<file path="src/rtl/p2if_pkg.sv">
// Shared constants, types and register map for the phase to frequency block.
`timescale 1ns / 1ps
`default_nettype none
package p2if_pkg;

  // Phase format and derived fixed-point constants
  localparam int PHASE_FRAC_BITS = 13;
  localparam int PHASE_W         = 16;
  localparam int GAIN_W          = 24;
  localparam int FREQ_W          = 23;
  // Differences and sums of differences stay well inside 24 bits for any
  // phase format from 8 to 20 fractional bits.
  localparam int D_W             = 24;
  localparam int MAG_W           = D_W - 1;
  localparam int PROD_W          = MAG_W + GAIN_W;
  localparam int ROUND_SH        = PHASE_FRAC_BITS + 5;

  localparam longint PI_Q24 = 64'sd52707179;
  localparam longint PI_QL  =
    (PI_Q24 + (64'sd1 <<< (23 - PHASE_FRAC_BITS))) >>> (24 - PHASE_FRAC_BITS);

  localparam logic signed [D_W-1:0] PI_Q     = D_W'(PI_QL);
  localparam logic signed [D_W-1:0] TWO_PI_Q = D_W'(2 * PI_QL);

  localparam logic [FREQ_W-1:0] FREQ_MAX = FREQ_W'(3294199);

  // Configuration register map (word index = paddr[2])
  localparam int          CFG_AW        = 3;
  localparam logic        REG_FREQ_GAIN = 1'b0;
  localparam logic [GAIN_W-1:0] GAIN_RESET = GAIN_W'(40744);

  // Result queue
  localparam int FIFO_DEPTH = 8;
  localparam int FIFO_AW    = 3;
  localparam int CNT_W      = 4;

  typedef struct packed {
    logic signed [FREQ_W-1:0] freq;
    logic                     too_short;
    logic                     fin;
  } res_t;

endpackage
`default_nettype wire

</file>
<file path="src/rtl/phase_to_instantaneous_frequency.sv">
// Top level: phase stream to instantaneous frequency, with APB gain register.
// An accepted sample is registered in stage A, then stage B, then in the result
// queue. One input transaction per cycle while in_tready is high; one result per
// cycle leaves while out_tready is high. An end-of-stream sample may give two
// results; an 8-entry result queue absorbs them, and in_tready drops only when
// queue plus pipeline could overflow. Synchronous active-low reset clears state,
// pipeline and queue; gain -> 40744.
`timescale 1ns / 1ps
`default_nettype none
module phase_to_instantaneous_frequency
  import p2if_pkg::*;
(
  input  wire logic              clk,
  input  wire logic              rst_n,
  // input stream
  input  wire logic              in_tvalid,
  output logic                   in_tready,
  input  wire logic [15:0]       in_tdata,    // [15:0] phase_sample
  input  wire logic              in_tlast,    // end_of_stream
  // result stream
  output logic                   out_tvalid,
  input  wire logic              out_tready,
  output logic [23:0]            out_tdata,   // [22:0] freq_hz, [23] zero pad
  output logic                   out_tuser,   // [0] too_short
  output logic                   out_tlast,   // final_result
  // configuration
  input  wire logic              cfg_psel,
  input  wire logic              cfg_penable,
  input  wire logic              cfg_pwrite,
  input  wire logic [CFG_AW-1:0] cfg_paddr,
  input  wire logic [31:0]       cfg_pwdata,
  output logic [31:0]            cfg_prdata,
  output logic                   cfg_pready
);

  typedef enum logic [1:0] {
    IDX_FIRST,
    IDX_SECOND,
    IDX_STEADY
  } idx_t;

  // ---------------------------------------------------------------------
  // Registers
  // ---------------------------------------------------------------------
  logic [GAIN_W-1:0]         gain_r;
  idx_t                      idx_r, idx_nxt;
  logic signed [PHASE_W-1:0] prior_phase_r;
  logic signed [D_W-1:0]     prior_diff_r, prior_diff_nxt;

  // stage A: operands (doubled single difference, or sum of two)
  logic [1:0]                a_cnt_r, a_cnt_nxt;
  logic signed [D_W-1:0]     a_op0_r, a_op0_nxt;
  logic signed [D_W-1:0]     a_op1_r, a_op1_nxt;
  logic                      a_short0_r, a_short0_nxt;
  logic                      a_fin0_r, a_fin0_nxt;

  // stage B: magnitude products
  logic [1:0]                b_cnt_r;
  logic [PROD_W-1:0]         b_prod0_r, b_prod1_r;
  logic                      b_neg0_r, b_neg1_r;
  logic                      b_short0_r, b_fin0_r;

  // result queue
  res_t                      fifo_r [FIFO_DEPTH];
  logic [FIFO_AW-1:0]        wr_ptr_r, rd_ptr_r;
  logic [CNT_W-1:0]          cnt_r;

  // ---------------------------------------------------------------------
  // Input side: clamp, wrap, sequence tracking
  // ---------------------------------------------------------------------
  logic                      in_acc;
  logic signed [D_W-1:0]     p_ext, p_cl, raw_diff, d;
  logic signed [D_W-1:0]     d2, dsum;
  logic [CNT_W-1:0]          pending;

  assign in_acc  = in_tvalid && in_tready;
  assign pending = cnt_r + CNT_W'(a_cnt_r) + CNT_W'(b_cnt_r);
  // room for the worst case of two more results
  assign in_tready = (pending <= CNT_W'(FIFO_DEPTH - 2));

  always_comb begin
    p_ext = D_W'(signed'(in_tdata));
    if (p_ext > PI_Q) begin
      p_cl = PI_Q;
    end else if (p_ext < -PI_Q) begin
      p_cl = -PI_Q;
    end else begin
      p_cl = p_ext;
    end
    raw_diff = p_cl - D_W'(prior_phase_r);
    if (raw_diff > PI_Q) begin
      d = raw_diff - TWO_PI_Q;
    end else if (raw_diff < -PI_Q) begin
      d = raw_diff + TWO_PI_Q;
    end else begin
      d = raw_diff;
    end
    // single differences are doubled so both kinds share one rounding shift
    d2   = d <<< 1;
    dsum = prior_diff_r + d;
  end

  always_comb begin
    idx_nxt        = idx_r;
    prior_diff_nxt = prior_diff_r;
    a_cnt_nxt      = 2'd0;
    a_op0_nxt      = '0;
    a_op1_nxt      = d2;
    a_short0_nxt   = 1'b0;
    a_fin0_nxt     = 1'b0;
    unique case (idx_r)
      IDX_FIRST: begin
        if (in_tlast) begin
          a_cnt_nxt    = 2'd1;
          a_short0_nxt = 1'b1;
          a_fin0_nxt   = 1'b1;
        end else begin
          idx_nxt = IDX_SECOND;
        end
      end
      IDX_SECOND: begin
        a_cnt_nxt = 2'd1;
        if (in_tlast) begin
          idx_nxt      = IDX_FIRST;
          a_short0_nxt = 1'b1;
          a_fin0_nxt   = 1'b1;
        end else begin
          idx_nxt        = IDX_STEADY;
          prior_diff_nxt = d;
          a_op0_nxt      = d2;
        end
      end
      IDX_STEADY: begin
        prior_diff_nxt = d;
        a_op0_nxt      = dsum;
        if (in_tlast) begin
          idx_nxt   = IDX_FIRST;
          a_cnt_nxt = 2'd2;
        end else begin
          a_cnt_nxt = 2'd1;
        end
      end
      default: begin
        idx_nxt = IDX_FIRST;
      end
    endcase
  end

  // ---------------------------------------------------------------------
  // Stage B: sign/magnitude split and gain multiply
  // ---------------------------------------------------------------------
  logic signed [D_W-1:0] abs0_s, abs1_s;
  logic [MAG_W-1:0]      mag0, mag1;

  always_comb begin
    abs0_s = a_op0_r[D_W-1] ? -a_op0_r : a_op0_r;
    abs1_s = a_op1_r[D_W-1] ? -a_op1_r : a_op1_r;
    mag0   = abs0_s[MAG_W-1:0];
    mag1   = abs1_s[MAG_W-1:0];
  end

  // ---------------------------------------------------------------------
  // Stage C: round half away from zero, saturate, restore sign
  // ---------------------------------------------------------------------
  function automatic logic signed [FREQ_W-1:0] to_freq(input logic [PROD_W-1:0] prod,
                                                       input logic neg);
    logic [PROD_W:0]    rnd;
    logic [PROD_W:0]    shifted;
    logic [FREQ_W-1:0]  mag;
    rnd     = {1'b0, prod} + ((PROD_W + 1)'(1) << (ROUND_SH - 1));
    shifted = rnd >> ROUND_SH;
    if (shifted > (PROD_W + 1)'(FREQ_MAX)) begin
      mag = FREQ_MAX;
    end else begin
      mag = shifted[FREQ_W-1:0];
    end
    return neg ? -signed'(mag) : signed'(mag);
  endfunction

  res_t res0, res1;

  always_comb begin
    res0.freq      = to_freq(b_prod0_r, b_neg0_r);
    res0.too_short = b_short0_r;
    res0.fin       = b_fin0_r;
    res1.freq      = to_freq(b_prod1_r, b_neg1_r);
    res1.too_short = 1'b0;
    res1.fin       = 1'b1;
  end

  // ---------------------------------------------------------------------
  // Queue control
  // ---------------------------------------------------------------------
  logic               pop;
  logic [CNT_W-1:0]   cnt_nxt;
  logic [FIFO_AW-1:0] wr_ptr1;

  assign pop     = out_tvalid && out_tready;
  assign cnt_nxt = cnt_r + CNT_W'(b_cnt_r) - CNT_W'(pop);
  assign wr_ptr1 = wr_ptr_r + FIFO_AW'(1);

  // ---------------------------------------------------------------------
  // Sequential logic
  // ---------------------------------------------------------------------
  always_ff @(posedge clk) begin
    if (!rst_n) begin
      gain_r        <= GAIN_RESET;
      idx_r         <= IDX_FIRST;
      prior_phase_r <= '0;
      prior_diff_r  <= '0;
      a_cnt_r       <= 2'd0;
      b_cnt_r       <= 2'd0;
      wr_ptr_r      <= '0;
      rd_ptr_r      <= '0;
      cnt_r         <= '0;
    end else begin
      if (cfg_psel && cfg_penable && cfg_pwrite && cfg_pready
          && (cfg_paddr[2] == REG_FREQ_GAIN)) begin
        gain_r <= cfg_pwdata[GAIN_W-1:0];
      end
      if (in_acc) begin
        idx_r         <= idx_nxt;
        prior_phase_r <= p_cl[PHASE_W-1:0];
        prior_diff_r  <= prior_diff_nxt;
        a_cnt_r       <= a_cnt_nxt;
      end else begin
        a_cnt_r <= 2'd0;
      end
      b_cnt_r <= a_cnt_r;
      if (b_cnt_r == 2'd2) begin
        wr_ptr_r <= wr_ptr_r + FIFO_AW'(2);
      end else if (b_cnt_r == 2'd1) begin
        wr_ptr_r <= wr_ptr1;
      end
      if (pop) begin
        rd_ptr_r <= rd_ptr_r + FIFO_AW'(1);
      end
      cnt_r <= cnt_nxt;
    end
  end

  // payload registers, no reset
  always_ff @(posedge clk) begin
    if (in_acc) begin
      a_op0_r    <= a_op0_nxt;
      a_op1_r    <= a_op1_nxt;
      a_short0_r <= a_short0_nxt;
      a_fin0_r   <= a_fin0_nxt;
    end
    b_prod0_r  <= PROD_W'(mag0) * PROD_W'(gain_r);
    b_prod1_r  <= PROD_W'(mag1) * PROD_W'(gain_r);
    b_neg0_r   <= a_op0_r[D_W-1];
    b_neg1_r   <= a_op1_r[D_W-1];
    b_short0_r <= a_short0_r;
    b_fin0_r   <= a_fin0_r;
    if (b_cnt_r != 2'd0) begin
      fifo_r[wr_ptr_r] <= res0;
    end
    if (b_cnt_r == 2'd2) begin
      fifo_r[wr_ptr1] <= res1;
    end
  end

  // ---------------------------------------------------------------------
  // Outputs
  // ---------------------------------------------------------------------
  res_t head;
  assign head       = fifo_r[rd_ptr_r];
  assign out_tvalid = (cnt_r != '0);
  assign out_tdata  = {1'b0, head.freq};
  assign out_tuser  = head.too_short;
  assign out_tlast  = head.fin;

  assign cfg_pready = 1'b1;
  assign cfg_prdata = (cfg_paddr[2] == REG_FREQ_GAIN) ? 32'(gain_r) : 32'd0;

  // ---------------------------------------------------------------------
  // Assertions
  // ---------------------------------------------------------------------
  a_no_overflow: assert property (@(posedge clk) disable iff (!rst_n)
    pending <= CNT_W'(FIFO_DEPTH))
    else $error("result queue over-committed");

  a_short_is_final: assert property (@(posedge clk) disable iff (!rst_n)
    (out_tvalid && out_tuser) |-> (out_tlast && (out_tdata == 24'd0)))
    else $error("short-sequence result not final or non-zero");

  a_pair_at_end: assert property (@(posedge clk) disable iff (!rst_n)
    (a_cnt_r == 2'd2) |-> ($past(idx_r) == IDX_STEADY && idx_r == IDX_FIRST))
    else $error("two results outside a sequence end");

  a_accept_moves: assert property (@(posedge clk) disable iff (!rst_n)
    (in_acc && idx_r != IDX_FIRST) |=> (a_cnt_r != 2'd0))
    else $error("accepted sample produced no result");

endmodule
`default_nettype wire
</file>
<file path="config.mk">
export PLATFORM = sky130hd
export DESIGN_NAME = phase_to_instantaneous_frequency
export DESIGN_NICKNAME = d
export VERILOG_FILES = /design/src/rtl/p2if_pkg.sv /design/src/rtl/phase_to_instantaneous_frequency.sv
export SDC_FILE = /design/constraint.sdc
export NUM_CORES = 2
export LEC_CHECK = 0
export ABC_AREA = 1
export BUFFER_PORTS_ARGS = -buffer_cell sky130_fd_sc_hd__buf_4
export CAP_MARGIN = 5
export CORE_ASPECT_RATIO = 1.25
export CORE_MARGIN = 2
export CORE_UTILIZATION = 50
export CTS_CLUSTER_DIAMETER = 30
export DETAILED_ROUTE_END_ITERATION = 16
export GPL_ROUTABILITY_DRIVEN = 0
export MAX_ROUTING_LAYER = met4
export PLACE_DENSITY = 0.66
export SYNTH_ARGS = -nofsm -noshare
export SYNTH_HDL_FRONTEND = slang
export SYNTH_SLANG_ARGS = --single-unit
</file>
<file path="constraint.sdc">
create_clock -name clk -period 19.17 [get_ports clk]
set_input_delay 1.917 -clock clk [delete_from_list [all_inputs] [get_ports clk]]
set_output_delay 1.917 -clock clk [all_outputs]
set_load 0.01 [all_outputs]
</file>
* Word-level counts from Yosys, hierarchy flattened
Memory sizes are Yosys's and may differ from the RTL's. A register that Yosys moved wholly into a read port is not among the register bits. Cells that the tools add are included.
Cells by class: eq/ne operators 7, magnitude comparators 7, reductions and logical operators 14, multipliers 2, muxes and demuxes 31, bitwise logic cells 1, add/subtract/negate cells 17
Operators by type and width (number):
- $mux W24 | 7
- $mux W23 | 6
- $add A47 B18 Y48 const B | 2
- $pmux W24 S2 | 2
- $mul A23 B24 Y47 | 2
- $neg A23 Y23 | 4
- $gt A30 B22 Y1 const B | 2
- $add A24 B17 Y24 const B | 1
- $add A24 B24 Y24 | 1
- $gt A24 B16 Y1 const B | 1
- $lt A24 B16 Y1 const B | 1
- $sub A24 B16 Y24 | 1
- $sub A24 B17 Y24 const B | 1
- $gt A16 B16 Y1 const B | 1
- $lt A16 B16 Y1 const B | 1
- $add A4 B2 Y4 | 3
- $mux W3 | 4
- $pmux W2 S3 | 2
- $mux W2 | 4
- $add A3 B1 Y3 const B | 2
- $mux W1 | 6
- $ne A2 B2 Y1 const B | 3
- $reduce_and A3 Y1 | 2
- $reduce_bool A2 Y1 | 3
- other kinds (11) | 17
Word-level totals: register bits 225, memories 1, output and inout port bits 61, input port bits 59, word-level logic and storage cells 97, RAM bits 200
Memory list:
- fifo_r | words 8, width 25, rd ports 1, clocked after Yosys merged registers in 1, write ports 2, RTL line phase_to_instantaneous_frequency.sv:64 | res_t fifo_r [FIFO_DEPTH];

* Logic depth before layout (Yosys ltp)
word-level depth 9, gate-level depth with buffers 50, depth with buffers taken out 49

* Worst setup path before layout
No wires, ideal clock.
path type register to register, start point reg a_op0_r[0], end point reg b_prod0_r[43], clock period less this slack 8330 ps, required time 19043 ps, setup slack 10840 ps, buffers on the path 3, data arrival time 8203 ps, stages on the path, launching flop included 37, setup time 127 ps, path through edfxtp_1 -> clkbuf_1 -> clkbuf_1 -> inv_1 -> ha_1 -> inv_1 -> nor3_1 -> nand3_1 -> nor3_1 -> inv_1 -> nor4_1 -> nand3_1 -> o31ai_1 -> nand2_1 -> nand2_1 -> clkbuf_1 -> nand2_1 -> fa_1 -> fa_1 -> fa_1 -> inv_1 -> fa_1 -> fa_1 -> fa_1 -> fa_1 -> ha_1 -> nand2_1 -> nor2_1 -> inv_1 -> nor2_1 -> a211oi_1 -> o21ai_0 -> a21oi_1 -> inv_1 -> a31oi_1 -> o21ai_0 -> xor2_1
On the way: word-level cells in the longest chain between the ends 3
Ends and longest elaborated chain:
- start: declaration | RTL line phase_to_instantaneous_frequency.sv:52 | logic signed [D_W-1:0] a_op0_r, a_op0_nxt;
- start signal: assignment | RTL line phase_to_instantaneous_frequency.sv:245 | a_op0_r <= a_op0_nxt;
- $neg A23 Y23 | RTL line phase_to_instantaneous_frequency.sv:156 | abs0_s = a_op0_r[D_W-1] ? -a_op0_r : a_op0_r;
- $mux W23 (*) | RTL line phase_to_instantaneous_frequency.sv:156
- $mul A23 B24 Y47 (*) | RTL line phase_to_instantaneous_frequency.sv:250 | b_prod0_r <= PROD_W'(mag0) * PROD_W'(gain_r);
- end signal: assignment | RTL line phase_to_instantaneous_frequency.sv:250
- end: declaration | RTL line phase_to_instantaneous_frequency.sv:59 | logic [PROD_W-1:0] b_prod0_r, b_prod1_r;
Every way passes the cells marked *; elsewhere a longest branch is shown, timed or not. A chain may end at the register's enable or synchronous reset.

* Worst setup path in the final report
start point reg a_op0_r[0], end point reg b_prod0_r[39]
Same word-level chain as after synthesis.

==> summary.md <==
| Metric | Value |
|---|---|
| WP data arrival | about 10 ns |
| Hold Buf Count CTS | 0 |
| Number of global-route vias before repair | 53500 |
| Post-DR vias/cell | 5.612 |
| Main area contributors after synthesis | fa_1 (31%), edfxtp_1 (12%), nand2_1 (11%) |
| First-pass GRT wire length | 298000 um |
| CTS tree | built |
| Clock sinks | roughly 390 |
| Max Cap Viol | 0 |
| Slowest stage delay, CP | roughly 0.8 ns |
| M2 GR Usage | 55.67% |
| Cell Area, Synth | ~59000 um^2 |
| Main flop type after synthesis | edfxtp_1 |
| Unrepaired setup endpoints after global routing | false |
| Synth top area share | 30.57% |
| Chip height | 388.1 um |
| Startpoint types | flip-flop |
| Root buffer cell | clkbuf_16 |
| # rows | 140 |
| IO Count | 120 |
| Clk_skew | 0.06085 ns |
| Highest-count cells in the layout ignoring fill and taps | nand2_1 (1776), inv_1 (1489), fa_1 (901) |
| Crit path required time | between 15 and 20 ns |
| Core area | roughly 120000 um^2 |
| Port Buffers | between 90 and 100 |
| Area leader, netlist | fa_1 |
| Min cycle time layout | 9.678 ns |
| M3 GR Usage | 5.342% |
| Residual DRC | 0 |
| Worst skew pair latency | 0.68 ns |
| Slowest cell on crit path | inv_1 |
| Antenna Violating Nets Remaining | 0 |
| Detailed-route wire length per cell | 20.83 um |
| Syn_area_per_cell | 7.728 um^2 |
| Fmax | between 100 and 150 MHz |
| Fillers | 10990 |
| Total number of vias | 51780 |
| Grt peak-use layer | met2 |
| Nets | 8976 |
| Synth unique cells | 66 |
| Final Hold Fails | 0 |
| Share of layout cells above drive strength 1 | between 6 and 7% |
| CTS buffer count | 81 |
| CP Capture Type | flip-flop |
| Sequential-to-total area share from yosys stat | 17.30% |
| Crit path top cell by count | inv_1 |
| Total grt overflow | 0 |
| Postcts setup bufs | 0 |
| Fin crit share | about half |
| GRT Overall Usage | 33.07% |
| Met1 Use GR | 36.80% |
| Final wirelength | 192200 um |
| Pre-antenna DRT Iters | 8 |
| Largest net degree at the start of global routing | 101 |
| Status | complete, no violations |
| Rel. slew slack | between 20% and 30% |
| Commonest non-fill, non-tap cell in the layout | nand2_1 |
| WHS | 0.4609 ns |
| Initial antenna violation count | 2 |
| Synthesized flop and latch total | a little under 400 |
| Worst-path clk slew | 0.06 ns |
| Fraction of registers with async set/reset | 0% |
| Die width | 311.3 um |
| Final number of setup-violating endpoints | 0 |
| CP Max Fanout | 25 |
| Fin. max-slew vios | 0 |
| Worst Path Buf+Inv | 9 |
| H-tree depth | 3 |
| Post-detail-place hpwl | 144500 um |
| Tightest Pin Transition | 1.167 ns |
| Starting density of the core | 50.50% |
| Fin worst setup slack | 9.492 ns |
| Crit Path Category | reg2reg |
| Setup TNS | 0 ns |
| Crit-path leading delay family | adder cells |
| Resized cells post-CTS | 0 |
| Syn Inst Count | 7635 |
| Initial drt markers | 4393 |
| Area grow syn2layout | 8.722% |
| Min-delay worst type | reg2reg |
| Synth Warn # | 0 |
| Dpl ws | 9.563 ns |
| Full die area | 120800 um^2 |
| EDFF count, synth | 232 |
| Max clock buf depth | 3 |
==> synthesized netlist by cell type, types with 7 or more instances <==
master	n
ha_1	421
o21bai_1	11
nand3_1	268
xnor2_1	48
o31ai_1	8
dfxtp_1	162
o21ai_0	322
o21a_1	13
or2_2	32
o21ai_1	12
xor2_1	95
nand2_2	19
nor2_2	12
o211ai_1	15
a21oi_1	265
a31oi_1	54
nor2_1	862
clkbuf_1	291
buf_4	11
inv_2	11
edfxtp_1	232
o221ai_1	7
a21o_1	8
nand3b_1	20
inv_1	1490
nand2_1	1776
buf_1	10
nand4_1	25
a211oi_1	15
nor3_1	43
clkinv_1	12
fa_1	901
nor4_1	16
o22ai_1	80
==> registers in the layout (all words and copies together), names as in the netlist, named ones only <==
name           count
a_cnt_r            2
a_fin0_r           1
a_op0_r           24
a_op1_r           23
b_cnt_r            2
b_fin0_r           1
b_neg0_r           1
b_neg1_r           1
b_prod0_r         30
b_prod1_r         30
cnt_r              4
fifo_r           200
gain_r            24
idx_r              2
prior_diff_r      24
prior_phase_r     16
rd_ptr_r           3
wr_ptr_r           3
==> worst reg2reg max path, delay by kind of cell, from the launching register on <==
kind            cells  cell delay (ns)
fa+ha+maj           9             4.25
xor+xnor            2             0.54
flops               1             0.36
buf+inv             9             1.49
simple gates       10             1.85
compound gates      4             1.08
==> kinds of logic (layout without fill, tap and decap cells) <==
| group | Yosys count | in the layout | synth area share [%] |
|---|---|---|---|
| AND/OR/NAND/NOR | 3095 | 3095 | 21.16 |
| buffers and inverters | 1832 | 1852 | 11.76 |
| adder cells (fa/ha/maj) | 1322 | 1322 | 39.50 |
| AO/OA/AOI/OAI | 841 | 841 | 7.957 |
| flip-flops | 394 | 394 | 17.30 |
| XOR/XNOR | 149 | 149 | 2.307 |
| other | 2 | 12 | 0.01273 |
==> area by class of cell <==
type | count | area (um^2) | share of cell area [%]
diodes | 2 | 5.005 | 0.007802
flip-flops and latches | 394 | 10210 | 15.92
clock buffers | 90 | 2175 | 3.390
repair buffers | 188 | 1411 | 2.200
inverters | 1513 | 5680 | 8.855
clock inverters | 61 | 655.6 | 1.022
well taps | 1562 | 1954 | 3.047
multi-input cells | 5417 | 42050 | 65.56
==> through the flow <==
stage	std cells	util, %	instance area (um^2)
CTS	9225	54.90	64140
finish	9227	54.90	64150
detailed placement	9074	52.48	61310
global placement	9074	52.48	61310
floorplan	7643	-	59030
global route	9226	54.90	64150
==> worst paths after layout <==
kind,start,endpoint,slack [ns],depth (start not counted)
worst min-delay path,fifo_r[7][0]$_SDFFE_PP1P_,fifo_r[7][0]$_SDFFE_PP1P_,0.46,1
worst max-delay path,a_op0_r[0]$_SDFFCE_PN0P_,b_prod0_r[39]$_DFF_P_,9.49,34
worst max register to register,a_op0_r[0]$_SDFFCE_PN0P_,b_prod0_r[39]$_DFF_P_,9.49,34
worst min register to register,fifo_r[7][0]$_SDFFE_PP1P_,fifo_r[7][0]$_SDFFE_PP1P_,0.46,1
==> metal layers <==
layer | part of all wire (%) | wire length (um)
met1 | 36 | 68510
met3 | 8.7 | 16720
met2 | 48 | 92350
met5 | 0 | 0
met4 | 7.6 | 14670
Power is not shown: default switching activity piles up to over one toggle a cycle in this logic, so the estimate is an artifact.
